`config.mk`:
```
export PLATFORM = sky130hd
export DESIGN_NAME = hgcm_div_stage
export DESIGN_NICKNAME = d
export VERILOG_FILES = /design/src/hgcm_pkg.sv /design/src/hgcm_div_stage.sv
export SDC_FILE = /design/constraint.sdc
export NUM_CORES = 1
export LEC_CHECK = 0
export ABC_CLOCK_PERIOD_IN_PS = 4700
export BUFFER_PORTS_ARGS = -buffer_cell sky130_fd_sc_hd__buf_4
export CAP_MARGIN = 20
export CORE_MARGIN = 5
export CORE_UTILIZATION = 52
export CTS_CLUSTER_SIZE = 30
export DETAILED_ROUTE_END_ITERATION = 12
export MAX_ROUTING_LAYER = met4
export PLACE_DENSITY = 0.91
export SLEW_MARGIN = 20
export SYNTH_ARGS = -nofsm -noshare
export SYNTH_HDL_FRONTEND = slang
export SYNTH_SLANG_ARGS = --single-unit
```
`constraint.sdc`:
```
create_clock -name i_clk -period 4.7 [get_ports i_clk]
set_input_delay 0.47 -clock i_clk [delete_from_list [all_inputs] [get_ports i_clk]]
set_output_delay 0.47 -clock i_clk [all_outputs]
set_load 0.02 [all_outputs]
```
`src/hgcm_pkg.sv`:
```
// Shared types, constants and register codes of the height gradient color map.
`timescale 1ns / 1ps

package hgcm_pkg;

    localparam int NUM_STOP_REGS   = 7;
    localparam int MAX_STOPS_DEF   = 7;
    localparam int HEIGHT_BITS_DEF = 16;
    localparam int THR_BITS        = 16;
    localparam int CHAN_BITS       = 8;
    localparam int NUM_CHAN        = 3;
    localparam int PROD_BITS       = 24;
    localparam int NUM_BITS        = 25;
    localparam int QUO_BITS        = 8;
    localparam int CNT_BITS        = 3;
    localparam int IDX_BITS        = 3;
    localparam int ADDR_BITS       = 6;
    localparam int DATA_BITS       = 64;
    localparam int STOP_BITS       = 40;

    // Channel positions inside a packed color.
    localparam int CH_RED   = 2;
    localparam int CH_GREEN = 1;
    localparam int CH_BLUE  = 0;

    // Register indexes (byte address divided by eight).
    localparam logic [IDX_BITS-1:0] REG_STOP_COUNT = 3'd0;
    localparam logic [IDX_BITS-1:0] REG_STOP_BASE  = 3'd1;

    typedef struct packed {
        logic [THR_BITS-1:0]                 thr;
        logic [NUM_CHAN-1:0][CHAN_BITS-1:0] color;
    } t_stop;

    typedef t_stop [NUM_STOP_REGS-1:0] t_stop_arr;

    localparam logic [CNT_BITS-1:0] STOP_COUNT_RST = 3'd7;
    localparam t_stop_arr STOP_RST = {
        40'd1518370944, 40'd1342210048, 40'd1174470400, 40'd1022731105,
        40'd671088895,  40'd335544448,  40'd167772160
    };

    // Segment chosen for one sample: width, offset and the two end colors.
    typedef struct packed {
        logic [THR_BITS-1:0]                 w;
        logic [THR_BITS-1:0]                 d;
        logic [NUM_CHAN-1:0][CHAN_BITS-1:0] a;
        logic [NUM_CHAN-1:0][CHAN_BITS-1:0] b;
    } t_sel;

    // State of the long division, one remainder and quotient per channel.
    typedef struct packed {
        logic [NUM_CHAN-1:0][NUM_BITS-1:0]  rem;
        logic [THR_BITS-1:0]                 w;
        logic [NUM_CHAN-1:0][QUO_BITS-1:0]  quo;
    } t_div;

endpackage

```
`src/hgcm_div_stage.sv`:
```
// One restoring division step that settles one quotient bit of every channel.
`timescale 1ns / 1ps

module hgcm_div_stage #(
    parameter int BIT = 0
) (
    input  logic            i_clk,
    input  logic            i_rst_n,
    input  logic            i_valid,
    input  hgcm_pkg::t_div  i_div,
    input  logic            i_ready,
    output logic            o_ready,
    output logic            o_valid,
    output hgcm_pkg::t_div  o_div
);

    logic                              r_valid;
    hgcm_pkg::t_div                    r_div;
    hgcm_pkg::t_div                    n_div;
    logic [hgcm_pkg::NUM_BITS-1:0]     dvs;

    assign o_ready = !r_valid || i_ready;
    assign o_valid = r_valid;
    assign o_div   = r_div;
    assign dvs     = {9'd0, i_div.w} << BIT;

    always_comb begin
        n_div = i_div;
        for (int ch = 0; ch < hgcm_pkg::NUM_CHAN; ch++) begin
            if (i_div.rem[ch] >= dvs) begin
                n_div.rem[ch]      = i_div.rem[ch] - dvs;
                n_div.quo[ch][BIT] = 1'b1;
            end
        end
    end

    always_ff @(posedge i_clk) begin
        if (!i_rst_n) begin
            r_valid <= 1'b0;
        end else if (o_ready) begin
            r_valid <= i_valid;
        end
        if (o_ready) begin
            r_div <= n_div;
        end
    end

endmodule

```
Word-level counts from Yosys, hierarchy flattened
Cells that the tools add are included.
- register bits: 116
- input bits: 119
- output and inout bits: 117
- logic and storage cells: 22
- $add $sub $neg: 3
- order comparisons: 3
- muxes and demuxes: 3
- reductions and logical operators: 2
- operators with widths (operator ; count):
    $ge 25x16->1 ; 3
    $mux 25 ; 3
    $sub 25x16->25 ; 3
    $logic_not 1->1 ; 1
    $logic_or 1x1->1 ; 1

Longest topological paths before layout
- depth after elaboration: 2
- mapped depth: 12
- depth with buffers taken out: 10

Worst setup path before layout
OpenSTA, ideal clock, no wires.
- path kind: input to register
- start: input i_ready
- end: register r_valid (netlist: o_valid)
- setup time: 0.292 ns
- arrival time: 3.743 ns
- data required time: 4.408 ns
- setup slack: 0.665 ns
- cell stages on the path: 2
- path buffers: 0
- path through: nand2b_1 > a21boi_0
- word-level cells in the longest chain between the ends: 1
- ends and longest elaborated chain (element ; line ; RTL):
    start: declaration ; hgcm_div_stage.sv:11 ; input logic i_ready,
    $logic_or 1x1->1 ; hgcm_div_stage.sv:22 ; assign o_ready = !r_valid || i_ready;
    end signal: assignment ; hgcm_div_stage.sv:41 ; r_valid <= i_valid;
    end: declaration ; hgcm_div_stage.sv:17 ; logic r_valid;
No other way between the ends.
A chain may end at the register's enable or synchronous reset.

==> impl_summary.log <==
[metrics] antenna diode instance count: 0
[metrics] clock tree skew after final layout: 0.00910 ns
[metrics] number of placed I/O pins: 236
[metrics] switching part of the total: 29.3%
[metrics] series of cell instances along the critical path: buf_4, inv_1, ha_1, nand2_1, nor4_1, nor4b_1, nor4_1, o211a_2, nor4_1, xor2_1
[metrics] Mapped Cells: 690
[metrics] FF+latch count, synth: 116
[metrics] Port Buffer Count: 235
[metrics] Hold Fails Final Rpt: 0
[metrics] portion of the clock cycle consumed by the worst path in the final layout: 65.6%
[metrics] fraction of the yosys area taken by sequential cells: 48.2%
[metrics] final critical delay including setup and external delays: 3.08 ns
[metrics] via/cell ratio: 5.83
[metrics] Num CTS Buffers: 17
[metrics] internal power: 2.66 mW
[metrics] mux share of post-synthesis cell area: 0.885%
[metrics] total overflow reported by the global router: 0
[metrics] CTS hold repair buffers: 0
[metrics] WP data required: 4.85 ns
[metrics] leakage power summed over all cells: 4.21 nW
[metrics] buffers inserted during post-CTS setup optimization: 0
[metrics] clk buf depth: 2
[metrics] part of the total power dissipated in the clock network: 38.4%
[metrics] max-slew headroom at the worst pin: 41.9%
[metrics] area fraction in and, or, nand and nor cells after synthesis: 14.6%
[metrics] result of the run: finished, final reports clean
[metrics] residual antenna-violating net count after detailed routing: 0
[metrics] measured slew at the worst slew-check pin: 0.871 ns
[metrics] wire length on met2: 11100 microns
[metrics] Most common cell on crit path: nor4_1
[metrics] critical-path maximum fanout: 40
[metrics] count of flip-flops with a built-in enable after synthesis: 115
[metrics] adder and majority gate portion of the synthesized area: 9.16%
[metrics] DRC violation count after routing: 0
[metrics] effective utilization at floorplan: 52.6%
[metrics] root buffer selected by CTS: clkbuf_16
[metrics] count of distinct cell types in the synthesized netlist: 62
[metrics] vias in the first global route: 6191
[metrics] met3 WL post-DR: 2100 microns
[metrics] TNS Setup: 0 ns
[metrics] Clock Latency Late Sink: 0.43 ns
[metrics] final weighted congestion in routability-driven placement: 0.898
[metrics] Routed Wire Length: 22300 microns
[metrics] maxcap violations: 0
[metrics] width of the die: 128 microns
[metrics] final design utilization: 71.3%
[metrics] most common library cell in the layout ignoring fill and taps: buf_4
[metrics] FMAX: 0.324 GHz
[metrics] Worst Hold Path Cells: 1
[metrics] layout filler cell count: 981
[metrics] number of antenna violations at the first check in global routing: 0
[metrics] maximum number of pins on one net before global-route repair: 71
[metrics] least setup slack across all paths after layout: 1.62 ns
[metrics] total net switching power: 1.10 mW
[metrics] Core Box Area: 13700 sq um
[metrics] CTS clk-pin slew, worst paths: 0.06 ns
[metrics] cells resized by post-CTS repair: 0
[metrics] most used cells in the layout excluding fill and tap cells: buf_4 (238), edfxtp_1 (115), a21oi_1 (70), nand2_1 (68), o21ai_0 (57)
[metrics] biggest cell delay along the critical path: 0.48 ns
[metrics] final number of setup-violating endpoints: 0
[metrics] first-pass GRT wire length: 33300 microns
[metrics] PnR Total Power: 3.76 mW
[metrics] detailed-route wire length on metal 1: 8380 microns
[metrics] DR WL/cell: 20.0 microns
[metrics] H-Tree Level Count: 4
[metrics] Detailed Route Iter0 Violations: 744
[metrics] complex-gate fraction of the synthesized area: 16.6%
[metrics] overall die area: 16300 sq um
[metrics] fraction of final layout cells with drive strength greater than 1: 30.4%
[metrics] Worst path slowest cell: nor4_1
[metrics] YS warnings: 0
[metrics] Reg power frac: 35.9%
[metrics] uppermost signal routing layer after detailed routing: met4
[metrics] data arrival time of the worst path: 3.23 ns
[metrics] xor and xnor area share after synthesis: 7.53%
[metrics] clock tree from TritonCTS: yes
[metrics] std cell rows: 43
[metrics] HPWL after detailed placement: 16300 microns
[metrics] nets in the synthesized netlist: 860
[metrics] crit start category: input pin
[metrics] 1st-pass router iterations: 6
[metrics] nets: 1092
[metrics] dominant combinational cell family by area after synthesis: compound AO/OA/AOI/OAI gates
[metrics] dominant register cell in the synthesized netlist: edfxtp_1
[metrics] worst hold path type: input pin to flop
[metrics] cell area after synthesis: 7210 sq um
[metrics] sort of element at the end of the critical path: flop
[metrics] logic gate share of total power: 25.7%
[metrics] unrepaired setup endpoints after global routing: false
[metrics] Via Count: 6505
[metrics] fin. max-slew vios: 0
[metrics] synth-to-layout area growth: 35.7%
[metrics] global-route usage over all layers: 27.4%
[metrics] critical path class: input pin to flop
[metrics] worst slack, placed: 0.981 ns
[metrics] number of clock sinks: 116
[metrics] die span in y: 128 microns
[metrics] pwr dens: 384 nW/um^2
[metrics] count of cells along the worst register-to-register path: 2
[metrics] maximum VDD drop: 0.233 mV
[metrics] post-synthesis async set-or-reset flop share: 0%
[metrics] Avg Inst Size Synth: 10.5 sq um
-- flip-flops by register name, indices dropped and copies added (netlist names) --
signal,count
o_div,115
o_valid,1
-- logic make-up (layout without fill, tap and decap cells) --
group	count (synthesis)	in the layout
compound gates	196	196
buf+inv	56	301
xor+xnor	62	62
simple gates	203	203
fa+ha+maj	51	51
flops	116	116
mux	6	6
-- layer usage --
metal | up-vias | global-route usage, %
met2 | 353 | 47.3
met5 | - | -
met1 | 3036 | 30.9
li1 | 3036 | -
met3 | 80 | 6.58
met4 | 0 | 10.5
-- power by group through the flow --
stage	clock network, mW	registers [mW]	logic [mW]
after floorplan	0	1.54	0.367
after global placement	0	1.36	0.934
after detailed placement	0	1.37	0.946
after CTS	1.45	1.35	0.962
after global routing	1.49	1.36	1.03
final	1.44	1.35	0.968
-- cells in the mapped netlist (7+ instances only) --
cell,number,area [sq um]
inv_1,31,116
a21oi_1,70,350
xor2_1,32,280
o211ai_1,11,82.6
nor2_1,36,135
nand2_1,68,255
edfxtp_1,115,3450
nand3_1,8,40.0
nor3_1,14,70.1
nor4_1,11,68.8
clkbuf_1,21,78.8
nand4_1,7,43.8
nand2b_1,17,106
nor2b_1,10,62.6
xnor2_1,30,263
a21o_1,19,143
ha_1,48,601
o21ai_0,57,285
-- path summary, 6_finish.rpt --
kind,slack (ns),startpoint,endpoint
setup / recovery,1.62,i_div[38],o_div[114]$_DFFE_PP_
hold / removal,0.22,i_div[22],o_div[22]$_DFFE_PP_
setup reg to reg,3.07,o_valid$_SDFFE_PN0P_,o_div[51]$_DFFE_PP_
hold reg to reg,0.65,o_valid$_SDFFE_PN0P_,o_div[106]$_DFFE_PP_
-- cell type report --
class	instances	area, sq um	area share (%)
clock inverters	15	226	2.31
flip-flops and latches	116	3470	35.5
clock buffers	17	425	4.35
well taps	180	225	2.30
inverters	31	116	1.19
multi-input cells	518	3530	36.1
repair buffers	238	1790	18.3
-- through the flow --
step	hold slack [ns]	instance area, sq um	instances
6_report	0.219	9790	1115
5_1_grt	0.212	9790	1115
4_1_cts	0.208	9790	1115
3_5_place_dp	0.650	9130	1083
3_3_place_gp	0.628	9130	1083
2_1_floorplan	0.569	7210	690
-- critical path, delay by kind of cell --
kind                       cells  cell delay (ns)
and+or+nand+nor                5             1.60
adders and majority gates      1             0.44
AOI/OAI and AO/OA              1             0.39
xor gates and xnor gates       1             0.11
buffers and inverters          2             0.21
No activity file was read; power rests on OpenSTA's default activity.
