===== config.mk =====
export PLATFORM = sky130hd
export DESIGN_NAME = hgcm_interp
export DESIGN_NICKNAME = d
export VERILOG_FILES = /design/src/hgcm_pkg.sv /design/src/hgcm_interp.sv
export SDC_FILE = /design/constraint.sdc
export NUM_CORES = 2
export LEC_CHECK = 0
export ABC_AREA = 1
export BUFFER_PORTS_ARGS = -buffer_cell sky130_fd_sc_hd__buf_2
export CORE_AREA = 2 2 276 278
export CTS_CLUSTER_DIAMETER = 120
export DETAILED_ROUTE_END_ITERATION = 16
export DIE_AREA = 0 0 278 280
export GPL_ROUTABILITY_DRIVEN = 1
export GPL_TIMING_DRIVEN = 1
export PLACE_DENSITY = 0.72
export SLEW_MARGIN = 20
export SYNTH_ARGS = -nofsm -noshare
export SYNTH_HDL_FRONTEND = slang
export SYNTH_SLANG_ARGS = --single-unit

===== constraint.sdc =====
create_clock -name i_clk -period 8.05 [get_ports i_clk]
set_input_delay 0.4025 -clock i_clk [delete_from_list [all_inputs] [get_ports i_clk]]
set_output_delay 0.4025 -clock i_clk [all_outputs]
set_load 0.01 [all_outputs]

===== src/hgcm_pkg.sv =====
// Shared types, constants and register codes of the height gradient color map.
`timescale 1ns / 1ps

package hgcm_pkg;

    localparam int NUM_STOP_REGS   = 7;
    localparam int MAX_STOPS_DEF   = 7;
    localparam int HEIGHT_BITS_DEF = 16;
    localparam int THR_BITS        = 16;
    localparam int CHAN_BITS       = 8;
    localparam int NUM_CHAN        = 3;
    localparam int PROD_BITS       = 24;
    localparam int NUM_BITS        = 25;
    localparam int QUO_BITS        = 8;
    localparam int CNT_BITS        = 3;
    localparam int IDX_BITS        = 3;
    localparam int ADDR_BITS       = 6;
    localparam int DATA_BITS       = 64;
    localparam int STOP_BITS       = 40;

    // Channel positions inside a packed color.
    localparam int CH_RED   = 2;
    localparam int CH_GREEN = 1;
    localparam int CH_BLUE  = 0;

    // Register indexes (byte address divided by eight).
    localparam logic [IDX_BITS-1:0] REG_STOP_COUNT = 3'd0;
    localparam logic [IDX_BITS-1:0] REG_STOP_BASE  = 3'd1;

    typedef struct packed {
        logic [THR_BITS-1:0]                 thr;
        logic [NUM_CHAN-1:0][CHAN_BITS-1:0] color;
    } t_stop;

    typedef t_stop [NUM_STOP_REGS-1:0] t_stop_arr;

    localparam logic [CNT_BITS-1:0] STOP_COUNT_RST = 3'd7;
    localparam t_stop_arr STOP_RST = {
        40'd1518370944, 40'd1342210048, 40'd1174470400, 40'd1022731105,
        40'd671088895,  40'd335544448,  40'd167772160
    };

    // Segment chosen for one sample: width, offset and the two end colors.
    typedef struct packed {
        logic [THR_BITS-1:0]                 w;
        logic [THR_BITS-1:0]                 d;
        logic [NUM_CHAN-1:0][CHAN_BITS-1:0] a;
        logic [NUM_CHAN-1:0][CHAN_BITS-1:0] b;
    } t_sel;

    // State of the long division, one remainder and quotient per channel.
    typedef struct packed {
        logic [NUM_CHAN-1:0][NUM_BITS-1:0]  rem;
        logic [THR_BITS-1:0]                 w;
        logic [NUM_CHAN-1:0][QUO_BITS-1:0]  quo;
    } t_div;

endpackage


===== src/hgcm_interp.sv =====
// Two-stage weighting: products of both end colors, then the rounded numerator.
`timescale 1ns / 1ps

module hgcm_interp (
    input  logic            i_clk,
    input  logic            i_rst_n,
    input  logic            i_valid,
    input  hgcm_pkg::t_sel  i_sel,
    input  logic            i_ready,
    output logic            o_ready,
    output logic            o_valid,
    output hgcm_pkg::t_div  o_div
);

    logic                                                    r_c_valid;
    logic [hgcm_pkg::NUM_CHAN-1:0][hgcm_pkg::PROD_BITS-1:0]  r_c_pa;
    logic [hgcm_pkg::NUM_CHAN-1:0][hgcm_pkg::PROD_BITS-1:0]  r_c_pb;
    logic [hgcm_pkg::THR_BITS-1:0]                           r_c_w;
    logic [hgcm_pkg::NUM_CHAN-1:0][hgcm_pkg::PROD_BITS-1:0]  n_c_pa;
    logic [hgcm_pkg::NUM_CHAN-1:0][hgcm_pkg::PROD_BITS-1:0]  n_c_pb;
    logic [hgcm_pkg::THR_BITS-1:0]                           diff;

    logic                                                    r_d_valid;
    hgcm_pkg::t_div                                          r_d_div;
    hgcm_pkg::t_div                                          n_d_div;

    logic                                                    c_ready;
    logic                                                    d_ready;

    assign d_ready = !r_d_valid || i_ready;
    assign c_ready = !r_c_valid || d_ready;
    assign o_ready = c_ready;
    assign o_valid = r_d_valid;
    assign o_div   = r_d_div;

    always_comb begin
        diff = i_sel.w - i_sel.d;
        for (int ch = 0; ch < hgcm_pkg::NUM_CHAN; ch++) begin
            n_c_pa[ch] = {16'd0, i_sel.a[ch]} * {8'd0, diff};
            n_c_pb[ch] = {16'd0, i_sel.b[ch]} * {8'd0, i_sel.d};
        end
    end

    always_ff @(posedge i_clk) begin
        if (!i_rst_n) begin
            r_c_valid <= 1'b0;
        end else if (c_ready) begin
            r_c_valid <= i_valid;
        end
        if (c_ready) begin
            r_c_pa <= n_c_pa;
            r_c_pb <= n_c_pb;
            r_c_w  <= i_sel.w;
        end
    end

    // Half the width is added so that the truncating division rounds halves up.
    always_comb begin
        n_d_div.w   = r_c_w;
        n_d_div.quo = '0;
        for (int ch = 0; ch < hgcm_pkg::NUM_CHAN; ch++) begin
            n_d_div.rem[ch] = {1'b0, r_c_pa[ch]} + {1'b0, r_c_pb[ch]}
                + {10'd0, r_c_w[hgcm_pkg::THR_BITS-1:1]};
        end
    end

    always_ff @(posedge i_clk) begin
        if (!i_rst_n) begin
            r_d_valid <= 1'b0;
        end else if (d_ready) begin
            r_d_valid <= r_c_valid;
        end
        if (d_ready) begin
            r_d_div <= n_d_div;
        end
    end

endmodule


# Yosys cells after proc, flatten, opt, wreduce, memory -nomap -nowiden
# Index checks and enable logic that the tools add are counted.
[word_totals] regBits=253 latch_bits=0 ram_bits=0 romBits=0 input_bits=84 output_inout_bits=117 word_cells=30 memories=0
[op_classes] n_addsub=7 n_mul=6 n_div=0 order_cmp=0 eq_ne=0 shifts=0 n_mux=0 n_bitwise=0 n_reduce_logical=4
[op_table] op="$mul 8x16->24" count=6
[op_table] op="$add 24x24->25" count=3
[op_table] op="$add 25x15->25" count=3
[op_table] op="$sub 16x16->16" count=1
[op_table] op="$logic_not 1->1" count=2
[op_table] op="$logic_or 1x1->1" count=2

# Longest topological paths before layout
[depth] depth_word=3 depth_mapped=32 ltp_nobuf=29

# Least setup slack after synthesis
# No wires, ideal clock.
[synth_path] kind="in2reg" from="input i_ready" to="register r_c_pa[0] (netlist bit), enable pin" setup_time_ns=1.760 arrival_time_ns=4.103 t_required_ns=6.290 setup_slack_ns=2.187 stages=2 path_buffers=0 cell_sequence="inv_1 nand3_1"
[synth_between] elab_chain_len=2
[synth_rtl] element="start: declaration" line_no="hgcm_interp.sv:9" rtl="input logic i_ready,"
[synth_rtl] element="$logic_or 1x1->1" line_no="hgcm_interp.sv:30" rtl="assign d_ready = !r_d_valid || i_ready;"
[synth_rtl] element="$logic_or 1x1->1" line_no="hgcm_interp.sv:31" rtl="assign c_ready = !r_c_valid || d_ready;"
[synth_rtl] element="net o_ready" line_no="hgcm_interp.sv:10" rtl="output logic o_ready,"
[synth_rtl] element="end signal: assignment" line_no="hgcm_interp.sv:51" rtl="r_c_pa <= n_c_pa;"
[synth_rtl] element="end: declaration" line_no="hgcm_interp.sv:16" rtl="logic [hgcm_pkg::NUM_CHAN-1:0][hgcm_pkg::PROD_BITS-1:0] r_c_pa;"
# The timed path passes the listed nets, and every way through them passes these cells.
# A chain may end at the register's enable or synchronous reset.

==> metrics <==
worst skew pair latency=630 ps; Die X=278 um; Syn. warnings=0; Avg WL per Cell=between 15 and 20 um; Yosys top cell by area=fa_1; htree depth=1; Post-synth top cells=1,574 x nand2_1, 1,248 x inv_1, 553 x fa_1; CTS tree=yes; Max Fclk=156 MHz; Vias/cell=5.19; worst hold path depth=3; detailed placer's ending HPWL=between 90,000 and 100,000 um; Layout Nets=6,458; unrepaired setup endpoints after global routing=false; register bit count reported by yosys=~250; worst-case clock buffer depth=3; skew final=~34 ps; asr flop ratio synth=0%; Hold Violations, Final=0; fillers=just under 7,000; worst r2r src=r_c_w[1]; Routed Wire Length=113,000 um; period utilization=79.4%; status=finished clean; FP Rows=101; layout cells sized above 1=between 5 and 6%; Pins Over Slew Limit=0; first-pass GRT wire length=between 150,000 and 200,000 um; syn avg cell area=approximately 7.6 um2; Via Count=around 33,000; Reg2Reg Depth=15; Synth Cell Area=between 40,000 and 50,000 um2; Synth Flop Type=edfxtp_1; # IOs=around 200; number of flops mapped to enable cells by yosys=251; clock transition at the registers of the reported paths=roughly 60 ps; fin util=57.8%; post-detailed-route count of antenna-violating nets=0; slew margin rel.=approximately two fifths; Initial Util=a little over half; antenna violations before repair=8; critical path required time=roughly 8400 ps; core footprint=75,200 um2; synth top area cells=fa_1 27%, edfxtp_1 18%, nand2_1 14%; R2R Setup Slk=between 4000 and 5000 ps; Tmin final=around 6400 ps; largest net degree at the start of global routing=66; Hold WC Path Type=in -> reg; Worst Setup SP=i_sel[64]; top-area cell type share of the netlist area=27.1%; vias in the first global route=between 30,000 and 40,000; Setup Viol. Count Final=0; Initial DRC Count=2,624; crit path max fanout=20; CTS Buf Count=31; Root Buffer=clkbuf_16; synth unique cells=41; Setup Total Neg Slack=0 ps; detailed-router iteration count before antenna repair=7; postcts setup bufs=0; most frequent cell after synthesis=nand2_1; actual slew at the worst max-slew pin=slightly below 900 ps; GRT Residual Overflow=0; Syn-to-layout area delta=6.42%; gr usage total=between 20 and 30%; # port buffers=around 180; Setup Crit Path Kind=in -> reg; R2R Path End=o_div[103]; drc violations=0; GPL Wtd Cong=0.953; worst setup margin=1660 ps; CP endpoint kind=flop; Synth Instances=between 5,000 and 6,000; Startpoint Class=primary input; MaxCap Viol Count=0; part of the Yosys area used for sequential elements=18.6%; die area=slightly below 80,000 um2; pre-CTS setup slack=1400 ps; arrival time at the worst endpoint=6740 ps; worst setup path endpoint=r_c_pa[71]; Sink Count=around 250; Die Height=about 280 um
cell type report:
type                       count  area [um2]  area share [%]
antenna                        2        5.00          0.0115
clock buffer                  36         795            1.83
timing repair buffer         194        1030            2.36
inverter                    1253        4710            10.8
multi-input combinational   3713       27900            64.1
clock inverter                21         250           0.576
sequential                   253        7580            17.4
tap                          978        1220            2.82
state kept, by name, summed over array words and instances (netlist names):
signal / cells
r_c_valid: 1
r_c_w: 16
r_c_pa: 72
o_div: 91
r_c_pb: 72
o_valid: 1
placed cells by master (no fill, tap or decap), types with 5 or more instances in the layout:
master     instances
nand3_1          272
clkinv_1           6
o21bai_1          29
fa_1             553
nand4_1           43
nor2_1           513
nand2_2           11
edfxtp_1         251
a21o_1             5
buf_4             14
nor4_1            11
buf_2            176
inv_1           1248
nand2_1         1573
clkbuf_16         31
and2_1            16
nor3_1            11
a21oi_1          131
xor2_1            73
nand3b_1           9
clkbuf_1           5
xnor2_1           29
ha_1             375
conb_1            24
nand3_2            6
nor2_4            10
per-stage QoR:
step	cells	hold slack, ps	area, um2
floorplan	5385	400	40900
detailed placement	6387	406	42400
CTS	6448	1.13	43400
global route	6449	9.10	43400
finish	6450	36.1	43400
global placement	6387	402	42400
kinds of logic (layout without fill, tap and decap cells):
| family | after synthesis | after routing | share of synthesized area (%) |
|---|---|---|---|
| and+or+nand+nor | 2489 | 2489 | 24.8 |
| buffers and inverters | 1419 | 1504 | 13.5 |
| adders and majority gates | 928 | 928 | 38.6 |
| DFF | 253 | 253 | 18.6 |
| AOI/OAI and AO/OA | 167 | 167 | 2.26 |
| xor gates and xnor gates | 105 | 105 | 2.34 |
| other | 1 | 26 | 0.00919 |
worst max-delay path, stage by stage:
cell,delay [ps]
dlygate4sd3_1,520
buf_2,120
inv_1,130
ha_1,250
fa_1,410
inv_1,110
nand3_1,90
nand3_2,110
nand3_1,100
nand3_1,90
nand2_1,190
nand2_1,680
nor2_1,140
fa_1,540
fa_1,510
fa_1,490
inv_1,70
fa_1,490
inv_1,50
ha_1,360
nand2_1,140
nor2_1,250
nand2_1,90
nand3b_1,190
nand4_1,110
nand2_1,60
how the worst min path moves through the flow:
stage,slack (ps),end,from
finish,40,o_valid,i_rst_n
global route,9,r_c_w[6],i_sel[70]
CTS,1,o_valid,i_rst_n
detailed placement,410,o_div[24],r_c_w[0]
global placement,400,o_div[24],r_c_w[0]
floorplan,400,o_div[24],r_c_w[0]
layer usage:
| layer | track usage [%] | up-vias | wire length, um |
|---|---|---|---|
| met5 | 0 | - | 38 |
| met4 | 14.6 | 6 | 6460 |
| met3 | 4.64 | 275 | 8900 |
| met2 | 48.3 | 1239 | 50800 |
| met1 | 38.5 | 15825 | 46400 |
| li1 | - | 16125 | - |
what timing repair did:
item / CTS / global route
resized for setup: 0 / 0
setup endpoints to repair: 0 / 0
hold buffers: 4 / 0
hold endpoints to repair: 3 / 0
Power is left out: the tool's default activity adds up to more than one toggle a clock period on the data nets, which glitch-free logic cannot reach.
